--- src/design/prqc_pkg.sv ---
// Shared types and constants for the port range queue classifier.
// No dependencies; imported by every module of the block.
`default_nettype none

package prqc_pkg;

  localparam int unsigned NumClassesDef = 16;

  localparam logic OpClassify = 1'b0;
  localparam logic OpWrite    = 1'b1;

  localparam logic [7:0]  ProtoTcp  = 8'd6;
  localparam logic [7:0]  ProtoUdp  = 8'd17;
  localparam logic [15:0] MinIpLen  = 16'd34;
  localparam logic [15:0] MinTcpLen = 16'd54;
  localparam logic [15:0] MinUdpLen = 16'd42;

  localparam int unsigned PortW      = 16;
  localparam int unsigned DividendW  = 32;
  localparam int unsigned BitsPerStep = 2;
  localparam int unsigned DivIters   = DividendW / BitsPerStep;
  localparam int unsigned DivCntW    = $clog2(DivIters);

  localparam int unsigned QueueDepth = 2;

  typedef enum logic [1:0] {
    VerdictPass   = 2'd0,
    VerdictDrop   = 2'd1,
    VerdictUnspec = 2'd2
  } verdict_e;

  typedef enum logic [2:0] {
    BkIdle = 3'b001,
    BkDiv  = 3'b010,
    BkOut  = 3'b100
  } back_state_e;

  // One classified request handed from the front to the back end.
  typedef struct packed {
    verdict_e              verdict;
    logic                  need_div;
    logic [DividendW-1:0]  dividend;
    logic [PortW-1:0]      divisor;
    logic [PortW-1:0]      base;
    logic [3:0]            prio;
  } job_t;

endpackage

`default_nettype wire

--- src/design/prqc_front.sv ---
// Front end: class table, request intake, header checks and first-match search.
// Depends on prqc_pkg; feeds prqc_fifo.
`default_nettype none

module prqc_front #(
  parameter int unsigned NUM_CLASSES = prqc_pkg::NumClassesDef
) (
  input  wire logic            clk_i,
  input  wire logic            rst_ni,
  input  wire logic            in_valid_i,
  output logic                 in_stall_o,
  input  wire logic            op_i,
  input  wire logic [15:0]     frame_length_i,
  input  wire logic [7:0]      ip_protocol_i,
  input  wire logic [15:0]     dest_port_i,
  input  wire logic [3:0]      class_index_i,
  input  wire logic [15:0]     entry_port_start_i,
  input  wire logic [15:0]     entry_port_count_i,
  input  wire logic [15:0]     entry_queue_base_i,
  output logic                 push_o,
  output prqc_pkg::job_t       job_o,
  input  wire logic            full_i
);
  import prqc_pkg::*;

  localparam int unsigned IdxW = (NUM_CLASSES > 1) ? $clog2(NUM_CLASSES) : 1;

  logic [PortW-1:0] start_q [NUM_CLASSES];
  logic [PortW-1:0] count_q [NUM_CLASSES];
  logic [PortW-1:0] base_q  [NUM_CLASSES];

  logic                   s1_vld_q;
  logic [NUM_CLASSES-1:0] s1_hit_q;
  logic [NUM_CLASSES-1:0] hit_d;
  logic [PortW-1:0]       s1_port_q;
  verdict_e               s1_verdict_q;
  verdict_e               verdict_d;

  logic            accept;
  logic [IdxW-1:0] sel;
  logic            found;
  logic [PortW-1:0] sel_start;

  // One request in flight in the search stage at a time; this also keeps a
  // table write from landing between the compare and the entry read.
  assign in_stall_o = s1_vld_q;
  assign accept     = in_valid_i && !in_stall_o;

  always_ff @(posedge clk_i or negedge rst_ni) begin
    if (!rst_ni) begin
      for (int i = 0; i < int'(NUM_CLASSES); i++) begin
        start_q[i] <= '0;
        count_q[i] <= '0;
        base_q[i]  <= '0;
      end
    end else if (accept && op_i == OpWrite) begin
      for (int i = 0; i < int'(NUM_CLASSES); i++) begin
        if (32'(class_index_i) == 32'(i)) begin
          start_q[i] <= entry_port_start_i;
          count_q[i] <= entry_port_count_i;
          base_q[i]  <= entry_queue_base_i;
        end
      end
    end
  end

  always_comb begin
    for (int i = 0; i < int'(NUM_CLASSES); i++) begin
      hit_d[i] = (count_q[i] != '0) &&
                 ({1'b0, dest_port_i} < ({1'b0, start_q[i]} + {1'b0, count_q[i]}));
    end
  end

  always_comb begin
    verdict_d = VerdictPass;
    if (frame_length_i < MinIpLen) begin
      verdict_d = VerdictDrop;
    end else if (ip_protocol_i != ProtoTcp && ip_protocol_i != ProtoUdp) begin
      verdict_d = VerdictUnspec;
    end else if ((ip_protocol_i == ProtoTcp && frame_length_i < MinTcpLen) ||
                 (ip_protocol_i == ProtoUdp && frame_length_i < MinUdpLen)) begin
      verdict_d = VerdictDrop;
    end
  end

  always_ff @(posedge clk_i or negedge rst_ni) begin
    if (!rst_ni) begin
      s1_vld_q <= 1'b0;
    end else if (accept && op_i == OpClassify) begin
      s1_vld_q <= 1'b1;
    end else if (push_o) begin
      s1_vld_q <= 1'b0;
    end
  end

  always_ff @(posedge clk_i) begin
    if (accept && op_i == OpClassify) begin
      s1_hit_q     <= hit_d;
      s1_port_q    <= dest_port_i;
      s1_verdict_q <= verdict_d;
    end
  end

  // lowest matching class wins
  always_comb begin
    sel   = '0;
    found = 1'b0;
    for (int i = int'(NUM_CLASSES) - 1; i >= 0; i--) begin
      if (s1_hit_q[i]) begin
        sel   = IdxW'(i);
        found = 1'b1;
      end
    end
  end

  assign sel_start = start_q[sel];

  assign push_o = s1_vld_q && !full_i;

  always_comb begin
    job_o.verdict  = s1_verdict_q;
    job_o.need_div = (s1_verdict_q == VerdictPass) && found;
    job_o.dividend = DividendW'(s1_port_q) - DividendW'(sel_start);
    job_o.divisor  = count_q[sel];
    job_o.base     = base_q[sel];
    job_o.prio     = 4'(sel);
  end

endmodule

`default_nettype wire

--- src/design/prqc_fifo.sv ---
// Short request queue between the front and the back end.
// Depends on prqc_pkg for the job type and depth.
`default_nettype none

module prqc_fifo (
  input  wire logic           clk_i,
  input  wire logic           rst_ni,
  input  wire logic           push_i,
  input  wire prqc_pkg::job_t data_i,
  output logic                full_o,
  input  wire logic           pop_i,
  output prqc_pkg::job_t      data_o,
  output logic                empty_o
);
  import prqc_pkg::*;

  localparam int unsigned PtrW = (QueueDepth > 1) ? $clog2(QueueDepth) : 1;
  localparam int unsigned CntW = $clog2(QueueDepth + 1);

  job_t            mem_q [QueueDepth];
  logic [PtrW-1:0] wr_ptr_q, rd_ptr_q;
  logic [CntW-1:0] cnt_q;

  assign full_o  = (cnt_q == CntW'(QueueDepth));
  assign empty_o = (cnt_q == '0);
  assign data_o  = mem_q[rd_ptr_q];

  always_ff @(posedge clk_i) begin
    if (push_i) begin
      mem_q[wr_ptr_q] <= data_i;
    end
  end

  always_ff @(posedge clk_i or negedge rst_ni) begin
    if (!rst_ni) begin
      wr_ptr_q <= '0;
      rd_ptr_q <= '0;
      cnt_q    <= '0;
    end else begin
      if (push_i) begin
        wr_ptr_q <= (wr_ptr_q == PtrW'(QueueDepth - 1)) ? '0 : wr_ptr_q + 1'b1;
      end
      if (pop_i) begin
        rd_ptr_q <= (rd_ptr_q == PtrW'(QueueDepth - 1)) ? '0 : rd_ptr_q + 1'b1;
      end
      if (push_i && !pop_i) begin
        cnt_q <= cnt_q + 1'b1;
      end else if (pop_i && !push_i) begin
        cnt_q <= cnt_q - 1'b1;
      end
    end
  end

endmodule

`default_nettype wire

--- src/design/prqc_back.sv ---
// Back end: serial remainder (two bits per cycle), queue pick and result register.
// Depends on prqc_pkg; drains prqc_fifo.
`default_nettype none

module prqc_back (
  input  wire logic           clk_i,
  input  wire logic           rst_ni,
  input  wire logic           empty_i,
  input  wire prqc_pkg::job_t job_i,
  output logic                pop_o,
  output logic                out_valid_o,
  input  wire logic           out_stall_i,
  output logic [1:0]          verdict_o,
  output logic                marked_o,
  output logic [3:0]          priority_res_o,
  output logic [15:0]         queue_sel_o
);
  import prqc_pkg::*;

  back_state_e          state_q, state_d;
  logic [DivCntW-1:0]   cnt_q;
  logic [DividendW-1:0] dvd_q;
  logic [PortW-1:0]     dvs_q, base_q, rem_q, rem_d;
  logic [3:0]           prio_q;
  verdict_e             verdict_q;
  logic                 need_div_q;

  logic                 out_vld_q;
  logic [1:0]           res_verdict_q;
  logic                 res_marked_q;
  logic [3:0]           res_prio_q;
  logic [15:0]          res_qmap_q;

  logic [PortW:0]       t1, t2, queue;
  logic [PortW-1:0]     r1;
  logic                 load_out;

  // restoring steps, remainder always stays below the divisor
  always_comb begin
    t1    = {rem_q, dvd_q[DividendW-1]};
    r1    = (t1 >= {1'b0, dvs_q}) ? PortW'(t1 - {1'b0, dvs_q}) : t1[PortW-1:0];
    t2    = {r1, dvd_q[DividendW-2]};
    rem_d = (t2 >= {1'b0, dvs_q}) ? PortW'(t2 - {1'b0, dvs_q}) : t2[PortW-1:0];
  end

  assign queue    = {1'b0, base_q} + {1'b0, rem_q};
  assign pop_o    = (state_q == BkIdle) && !empty_i;
  assign load_out = (state_q == BkOut) && (!out_vld_q || !out_stall_i);

  always_comb begin
    state_d = state_q;
    case (state_q)
      BkIdle: if (!empty_i) state_d = job_i.need_div ? BkDiv : BkOut;
      BkDiv:  if (cnt_q == DivCntW'(DivIters - 1)) state_d = BkOut;
      BkOut:  if (load_out) state_d = BkIdle;
      default: state_d = BkIdle;
    endcase
  end

  always_ff @(posedge clk_i or negedge rst_ni) begin
    if (!rst_ni) begin
      state_q   <= BkIdle;
      out_vld_q <= 1'b0;
    end else begin
      state_q <= state_d;
      if (load_out) begin
        out_vld_q <= 1'b1;
      end else if (!out_stall_i) begin
        out_vld_q <= 1'b0;
      end
    end
  end

  always_ff @(posedge clk_i) begin
    if (pop_o) begin
      dvd_q      <= job_i.dividend;
      dvs_q      <= job_i.divisor;
      base_q     <= job_i.base;
      prio_q     <= job_i.prio;
      verdict_q  <= job_i.verdict;
      need_div_q <= job_i.need_div;
      rem_q      <= '0;
      cnt_q      <= '0;
    end else if (state_q == BkDiv) begin
      dvd_q <= dvd_q << BitsPerStep;
      rem_q <= rem_d;
      cnt_q <= cnt_q + 1'b1;
    end
  end

  always_ff @(posedge clk_i) begin
    if (load_out) begin
      res_verdict_q <= verdict_q;
      if (need_div_q && queue != '0) begin
        res_marked_q <= 1'b1;
        res_prio_q   <= prio_q;
        res_qmap_q   <= queue[PortW-1:0] + 16'd1;
      end else begin
        res_marked_q <= 1'b0;
        res_prio_q   <= '0;
        res_qmap_q   <= '0;
      end
    end
  end

  assign out_valid_o    = out_vld_q;
  assign verdict_o      = res_verdict_q;
  assign marked_o       = res_marked_q;
  assign priority_res_o = res_prio_q;
  assign queue_sel_o    = res_qmap_q;

endmodule

`default_nettype wire

--- src/design/port_range_queue_classifier.sv ---
// Top level of the port range queue classifier: front, request queue, back end.
// Depends on prqc_pkg, prqc_front, prqc_fifo and prqc_back.
//
//   channel | handshake               | payload
//   --------+-------------------------+-----------------------------------------
//   in      | in_valid_i/in_stall_o   | op, frame_length, ip_protocol, dest_port,
//           |                         | class_index, entry_port_start/count/base
//   out     | out_valid_o/out_stall_i | verdict, marked, priority_res, queue_sel
//
// The front takes a new classify request only after the previous one has been pushed
// into the queue. A matched request then runs through the back end's remainder unit
// (32-bit dividend, 2 bits per cycle) before its result is registered.
// Reset clears the class table and all valid state at once.
// A 2-entry queue lets the front keep taking requests while the back end or
// a stalled output is busy.
`default_nettype none

module port_range_queue_classifier #(
  parameter int unsigned NUM_CLASSES = prqc_pkg::NumClassesDef
) (
  input  wire logic        clk_i,
  input  wire logic        rst_ni,
  input  wire logic        in_valid_i,
  output logic             in_stall_o,
  input  wire logic        op_i,
  input  wire logic [15:0] frame_length_i,
  input  wire logic [7:0]  ip_protocol_i,
  input  wire logic [15:0] dest_port_i,
  input  wire logic [3:0]  class_index_i,
  input  wire logic [15:0] entry_port_start_i,
  input  wire logic [15:0] entry_port_count_i,
  input  wire logic [15:0] entry_queue_base_i,
  output logic             out_valid_o,
  input  wire logic        out_stall_i,
  output logic [1:0]       verdict_o,
  output logic             marked_o,
  output logic [3:0]       priority_res_o,
  output logic [15:0]      queue_sel_o
);
  import prqc_pkg::*;

  job_t push_job, pop_job;
  logic push, pop, full, empty;

  prqc_front #(
    .NUM_CLASSES(NUM_CLASSES)
  ) u_front (
    .clk_i             (clk_i),
    .rst_ni            (rst_ni),
    .in_valid_i        (in_valid_i),
    .in_stall_o        (in_stall_o),
    .op_i              (op_i),
    .frame_length_i    (frame_length_i),
    .ip_protocol_i     (ip_protocol_i),
    .dest_port_i       (dest_port_i),
    .class_index_i     (class_index_i),
    .entry_port_start_i(entry_port_start_i),
    .entry_port_count_i(entry_port_count_i),
    .entry_queue_base_i(entry_queue_base_i),
    .push_o            (push),
    .job_o             (push_job),
    .full_i            (full)
  );

  prqc_fifo u_fifo (
    .clk_i  (clk_i),
    .rst_ni (rst_ni),
    .push_i (push),
    .data_i (push_job),
    .full_o (full),
    .pop_i  (pop),
    .data_o (pop_job),
    .empty_o(empty)
  );

  prqc_back u_back (
    .clk_i         (clk_i),
    .rst_ni        (rst_ni),
    .empty_i       (empty),
    .job_i         (pop_job),
    .pop_o         (pop),
    .out_valid_o   (out_valid_o),
    .out_stall_i   (out_stall_i),
    .verdict_o     (verdict_o),
    .marked_o      (marked_o),
    .priority_res_o(priority_res_o),
    .queue_sel_o   (queue_sel_o)
  );

endmodule

`default_nettype wire
--- config.mk ---
export PLATFORM = sky130hd
export DESIGN_NAME = port_range_queue_classifier
export DESIGN_NICKNAME = d
export VERILOG_FILES = /design/src/design/prqc_pkg.sv /design/src/design/prqc_front.sv /design/src/design/prqc_fifo.sv /design/src/design/prqc_back.sv /design/src/design/port_range_queue_classifier.sv
export SDC_FILE = /design/constraint.sdc
export NUM_CORES = 2
export LEC_CHECK = 0
export ABC_AREA = 1
export BUFFER_PORTS_ARGS = -buffer_cell sky130_fd_sc_hd__buf_4
export CORE_MARGIN = 2
export CORE_UTILIZATION = 40
export DETAILED_ROUTE_END_ITERATION = 7
export PLACE_DENSITY = 0.65
export SLEW_MARGIN = 20
export SYNTH_ARGS = -nofsm -noshare
export SYNTH_HDL_FRONTEND = slang
export SYNTH_SLANG_ARGS = --single-unit
--- constraint.sdc ---
create_clock -name clk_i -period 4.5 [get_ports clk_i]
set_input_delay 0.9 -clock clk_i [delete_from_list [all_inputs] [get_ports clk_i]]
set_output_delay 0.9 -clock clk_i [all_outputs]
set_load 0.02 [all_outputs]
**Word-level counts from Yosys, hierarchy flattened**

Memory sizes are Yosys's and may differ from the RTL's.
Cells that the tools add are included.

- Flip-flop bits (word level): 925
- Latch bits: 0
- RAM bits: 142
- Bits in read-only memories: 0
- Input port bits: 97
- Logic and storage cells: 289
- Memories: 1

- $add $sub $neg: 26
- Multipliers: 0
- Divide/modulo/power cells: 0
- Order comparisons: 22
- Eq/ne operators: 28
- Shifts and indexed selects: 0
- Muxes and demuxes: 63
- Bitwise gates (word level): 2
- Reduce and logical (&&, ||, !) cells: 78

Memories:

| memory | depth | width | read ports | clocked after Yosys merged registers in | write ports | RTL line | RTL |
|---|---|---|---|---|---|---|---|
| u_fifo.mem_q | 2 | 71 | 1 | 0 | 1 | prqc_fifo.sv:20 | `job_t mem_q [QueueDepth];` |

Operator list:

| kind | number |
|---|---|
| 16-bit by 16-bit adder with 17-bit output | 17 |
| 16-bit by 17-bit < comparator with 1-bit output | 16 |
| 16-bit nonzero test | 16 |
| 16-bit binary-select mux with 4-bit select | 3 |
| 16-bit two-way mux | 8 |
| 32-bit two-way mux | 2 |
| 4-bit two-way mux | 16 |
| 16-bit by 6-bit < comparator with 1-bit output (second input constant) | 3 |
| 4-bit == test (second input constant) | 9 |
| 17-bit by 16-bit greater-or-equal comparator with 1-bit output | 2 |
| 2-bit AND reduction | 16 |
| 16-bit subtractor | 2 |
| 1-bit logical AND | 29 |
| 1-bit two-way mux | 26 |
| 17-bit nonzero test | 1 |
| 16-bit by 16-bit subtractor with 17-bit output | 1 |
| 16-bit by 1-bit adder with 16-bit output (second input constant) | 1 |
| 4-bit by 3-bit == test with 1-bit output (second input constant) | 4 |
| 3-bit two-way mux | 4 |
| 3-bit case mux with 3 select lines | 1 |
| 4-bit by 2-bit == test with 1-bit output (second input constant) | 2 |
| 8-bit by 3-bit == test with 1-bit output (second input constant) | 1 |
| 8-bit by 5-bit == test with 1-bit output (second input constant) | 1 |
| 8-bit by 3-bit != test with 1-bit output (second input constant) | 1 |
| 22 further kinds | 37 |

**Logic depth before layout (Yosys ltp)**

- Depth after elaboration: 21
- Gate-level depth with buffers: 37
- Gate-level depth less buffers: 35

**Hierarchy**

From an unflattened synthesis, not the netlist that was laid out.

- Cell total of the unflattened synthesis: 8352
- Area total of the unflattened synthesis: 67242.0 um2

By module, submodules not included:

| module | instances | cells each | area an instance (um2) |
|---|---|---|---|
| prqc_front | 1 | 7068 | 53654.0 |
| prqc_back | 1 | 1038 | 7907.6 |
| prqc_fifo | 1 | 246 | 5680.4 |

**Worst setup path after synthesis**

No wires, ideal clock.

- Path type: register -> register
- Start point: register u_front.s1_hit_q[14]
- End point: memory u_fifo.mem_q[0][51] in the netlist's numbering (data pin)
- Library setup time: 0.269 ns
- Arrival: 3.600 ns
- Slack: 0.631 ns
- Cell stages (with the launch flop): 37
- Period minus slack after synthesis: 3.869 ns
- Cells stage by stage: edfxtp_1 -> inv_1 -> nand2_1 -> nand2_1 -> nand2_1 -> nand2_1 -> nand2_1 -> nand2_1 -> nand2_1 -> nand2_1 -> nand2_1 -> nand2_1 -> nand2_1 -> nand2_1 -> nand2_1 -> nand2_4 -> nand2_4 -> inv_4 -> buf_2 -> buf_2 -> nand2_1 -> nand3_1 -> nand3_1 -> nand3_1 -> nand2_1 -> ha_1 -> nand3_1 -> nand2_1 -> nand2_1 -> nand2_1 -> a21oi_1 -> o21ai_0 -> a31oi_1 -> o21ai_0 -> nand3_1 -> o21ai_0 -> xor2_1

RTL lines:

| item | RTL line | RTL |
|---|---|---|
| start: declaration | prqc_front.sv:33 | `logic [NUM_CLASSES-1:0] s1_hit_q;` |
| start signal: assignment | prqc_front.sv:98 | `s1_hit_q <= hit_d;` |
| end: declaration | prqc_fifo.sv:20 |  |

==> out/qor.csv <==
stage,metric,value,unit
synthesis,top_reg_cell synth,dfrtp_1,
synthesis,number of synthesized flops with an enable pin,240,
global_route,all-layer global routing usage,25.3,%
critical_path,CP required,4.98,ns
floorplan,die height,407,microns
cells_and_area,fraction of layout cells with a size suffix above 1,7.27,%
synthesis,Synthesis Warnings,0,
floorplan,starting density of the core,40.4,%
sta,Hold Fails Final Rpt,0,
sta,worst-margin pin slew,1.19,ns
floorplan,Die X,407,microns
clock_tree,Root Buffer,clkbuf_16,
synthesis,post-synthesis compound-gate area fraction,12.7,%
cells_and_area,Layout area overhead,12.9,%
clock_tree,H-tree depth,3,
critical_path,crit end category,flop,
sta,Final Skew,0.0374,ns
synthesis,synthesized flop and latch total,1037,
route,Met3 Wirelength,15900,microns
cells_and_area,Antenna Cells,0,
clock_tree,# clock sinks,1037,
power_and_ir_drop,Peak VDD IR,0.000438,V
route,First-pass DRT Iterations,8,
clock_tree,CTS max path bufs,3,
power_and_ir_drop,total chip power,49400,uW
synthesis,share of the synthesized area in the top cell type,29.9,%
synthesis,register area share after synthesis,41.6,%
clock_tree,insertion delay to the later sink of the worst-skew pair,0.77,ns
route,mean routed wirelength per cell,20.2,microns
global_route,first-pass GRT wire length,322000,microns
cells_and_area,most frequent cells in the layout,"nand2_1, o21ai_0, inv_1, nand3_1, dfrtp_1",
clock_tree,cts bufs inserted,116,
placement,IO buf count,120,
global_route,largest net degree at the start of global routing,109,
placement,dpl hpwl,153000,microns
sta,fmax,233,MHz
synthesis,"Cell Area, Synth",65000,sq um
sta,# setup viols final,0,
synthesis,synth unique cells,51,
synthesis,cell count after synthesis,8223,
placement,routability cong.,0.968,
floorplan,# rows,147,
synthesis,multiplexer share of the synthesized area,0,%
route,vias after detailed routing,57700,
synthesis,post-synth net total,8904,
synthesis,Syn Area/Cell,7.90,sq um
synthesis,adder-cell share of the synthesized area,11.5,%
power_and_ir_drop,Static Leak,0.0347,uW
critical_path,CP Max Fanout,44,
status,status,"complete, no violations",
route,residual DRC count,0,
global_route,vias in the first global route,54800,
clock_tree,CTS tree,done,
cells_and_area,Final Net Count,8944,
route,Via-to-Cell Ratio,5.48,
synthesis,largest family of logic cells by synthesized area,simple AND/OR/NAND/NOR gates,
route,antenna-violating nets left,0,
global_route,initial antenna violation count,4,
worst_hold_path,type of the tightest min-delay check,in2async,
sta,Final Slew Violations,0,
synthesis,simple-gate portion of the synthesized area,22.8,%
route,Initial DRC Count,5884,
cells_and_area,Register Area,27100,sq um
global_route,Overflow after GRT,0,
cells_and_area,"most common cell after layout, fill and taps aside",nand2_1,
power_and_ir_drop,pwr dens,673,nW/um^2
critical_path,critical path data arrival time,4.77,ns
route,Metal-1 WL,91300,microns
sta,"Period Utilization, post-route",95.2,%
synthesis,ys async rst share,74.9,%
route,top sig layer,met5,
critical_path,Setup CP Type,reg2reg,
synthesis,synth top area cells,"dfrtp_1, nand2_1, edfxtp_1, ha_1, o21ai_0",
job,MaxCap Viol Count,0,
route,final wirelength,213000,microns
floorplan,Die Area,166000,sq um
sta,crit path time final,4.28,ns
route,met2 WL,97200,microns
cells_and_area,multi-input logic area,33400,sq um
floorplan,Core Area,161000,sq um
critical_path,Worst setup SP type,flop,
cells_and_area,fillers,15700,
synthesis,Post-Synth XOR/XNOR Area,3.89,%
floorplan,io pins,122,
synthesis,largest area contributor in the netlist,dfrtp_1,
clock_tree,"CTS clk-pin slew, worst paths",0.07,ns
sta,max_slew headroom,20.5,%
sta,final hold slack,0.199,ns
kinds of logic after synthesis:
logic type,after synthesis
adder cells (fa/ha/maj),584
buffers and inverters,1252
AO/OA/AOI/OAI,1570
AND/OR/NAND/NOR,3493
flip-flops,1037
XOR/XNOR,287
Yosys cell counts (all sizes together) (2+ instances only):
cell / count
a211oi: 15
fa: 20
a41oi: 13
inv: 841
o2111ai: 2
a21boi: 2
ha: 564
dfrtp: 776
o21a: 5
buf: 116
nor3: 73
nand3b: 72
xor2: 169
o211ai: 52
a31oi: 45
a21o: 4
o21bai: 22
nand2: 2172
or2: 12
dfxtp: 20
o21ai: 944
nand3: 798
nor2: 260
nor4: 36
edfxtp: 240
clkbuf: 294
nand4: 69
a21oi: 462
xnor2: 118
critical path, stage by stage (launching register included):
cell	delay (ns)
edfxtp_1	0.38
inv_1	0.08
buf_4	0.10
nand3_1	0.07
nand3_1	0.07
nand3_1	0.07
nand3_1	0.07
nand3_1	0.07
nand3_1	0.12
nand3_4	0.23
inv_8	0.23
buf_12	0.24
nand3_1	0.11
nand3_1	0.08
nand3_1	0.20
nand2_2	0.22
ha_1	0.27
buf_4	0.15
nand3_1	0.09
nand3_1	0.14
nand4_1	0.10
o211ai_1	0.13
a21o_1	0.20
a21oi_2	0.15
o21ai_1	0.10
nand3_1	0.07
nand2_1	0.08
xor2_1	0.16
where the power goes:
| group | internal [uW] | switching, uW | leakage [uW] | total, uW |
|---|---|---|---|---|
| Sequential | 13100 | 2210 | 0.0126 | 15400 |
| Clock | 6160 | 4130 | 0.00201 | 10300 |
| Combinational | 8970 | 14800 | 0.0201 | 23700 |
state kept, by name, summed over array words and instances, names as in the netlist, 32 cells and up:
| name | cells |
|---|---|
| u_front.base_q | 256 |
| u_front.start_q | 256 |
| u_back.dvd_q | 32 |
| u_fifo.mem_q | 112 |
| u_front.count_q | 256 |
worst paths after layout:
check                                      start                    to  slack, ns  depth (start not counted)
max                         u_front.s1_hit_q[12]   u_fifo.mem_q[1][50]       0.22                         27
min                                       rst_ni  u_front.start_q[189]       0.20                          1
max reg2reg                 u_front.s1_hit_q[12]   u_fifo.mem_q[1][50]       0.22                         27
min reg2reg                  u_back.verdict_q[0]   u_back.verdict_o[0]       0.42                          0
max in group asynchronous                 rst_ni   u_front.base_q[220]       3.12                          2
min in group clk_i         entry_queue_base_i[6]   u_front.base_q[246]       0.36                          3
per-layer routing:
metal / global-route usage, % / up-vias
li1: - / 27500
met1: 34.1 / 27700
met2: 41.3 / 2130
met3: 3.64 / 417
met4: 9.55 / 2
met5: 0 / -
what timing repair did:
action | CTS | global route
buffers inserted | 0 | 7
gates resized for setup | 5 | 50
setup endpoints to repair | 8 | 30
hold buffers | 0 | 0
pin swaps | 0 | 5
gates cloned | 0 | 1
layout make-up:
class	instances	share of cell area (%)
Multi-Input combinational cell	5934	45.5
Tap cell	2160	3.68
Clock buffer	164	4.69
Clock inverter	52	0.936
Inverter	842	4.34
Sequential cell	1037	36.9
Timing Repair Buffer	332	4.03
through the flow:
| step | worst slack, ns | instance area [sq um] | setup TNS, ns | cells | util (%) |
|---|---|---|---|---|---|
| 6_report | 0.216 | 73400 | 0 | 10500 | 45.6 |
| 5_1_grt | -0.00845 | 73400 | -0.0169 | 10500 | 45.6 |
| 4_1_cts | 0.00748 | 73100 | 0 | 10500 | 45.4 |
| 3_5_place_dp | -0.0181 | 69000 | -0.0362 | 10300 | 42.9 |
| 3_3_place_gp | -0.0862 | 69000 | -0.248 | 10300 | 42.9 |
| 2_1_floorplan | 0.631 | 65000 | 0 | 8223 | - |
Note: power is estimated with default switching activity, not from simulation.
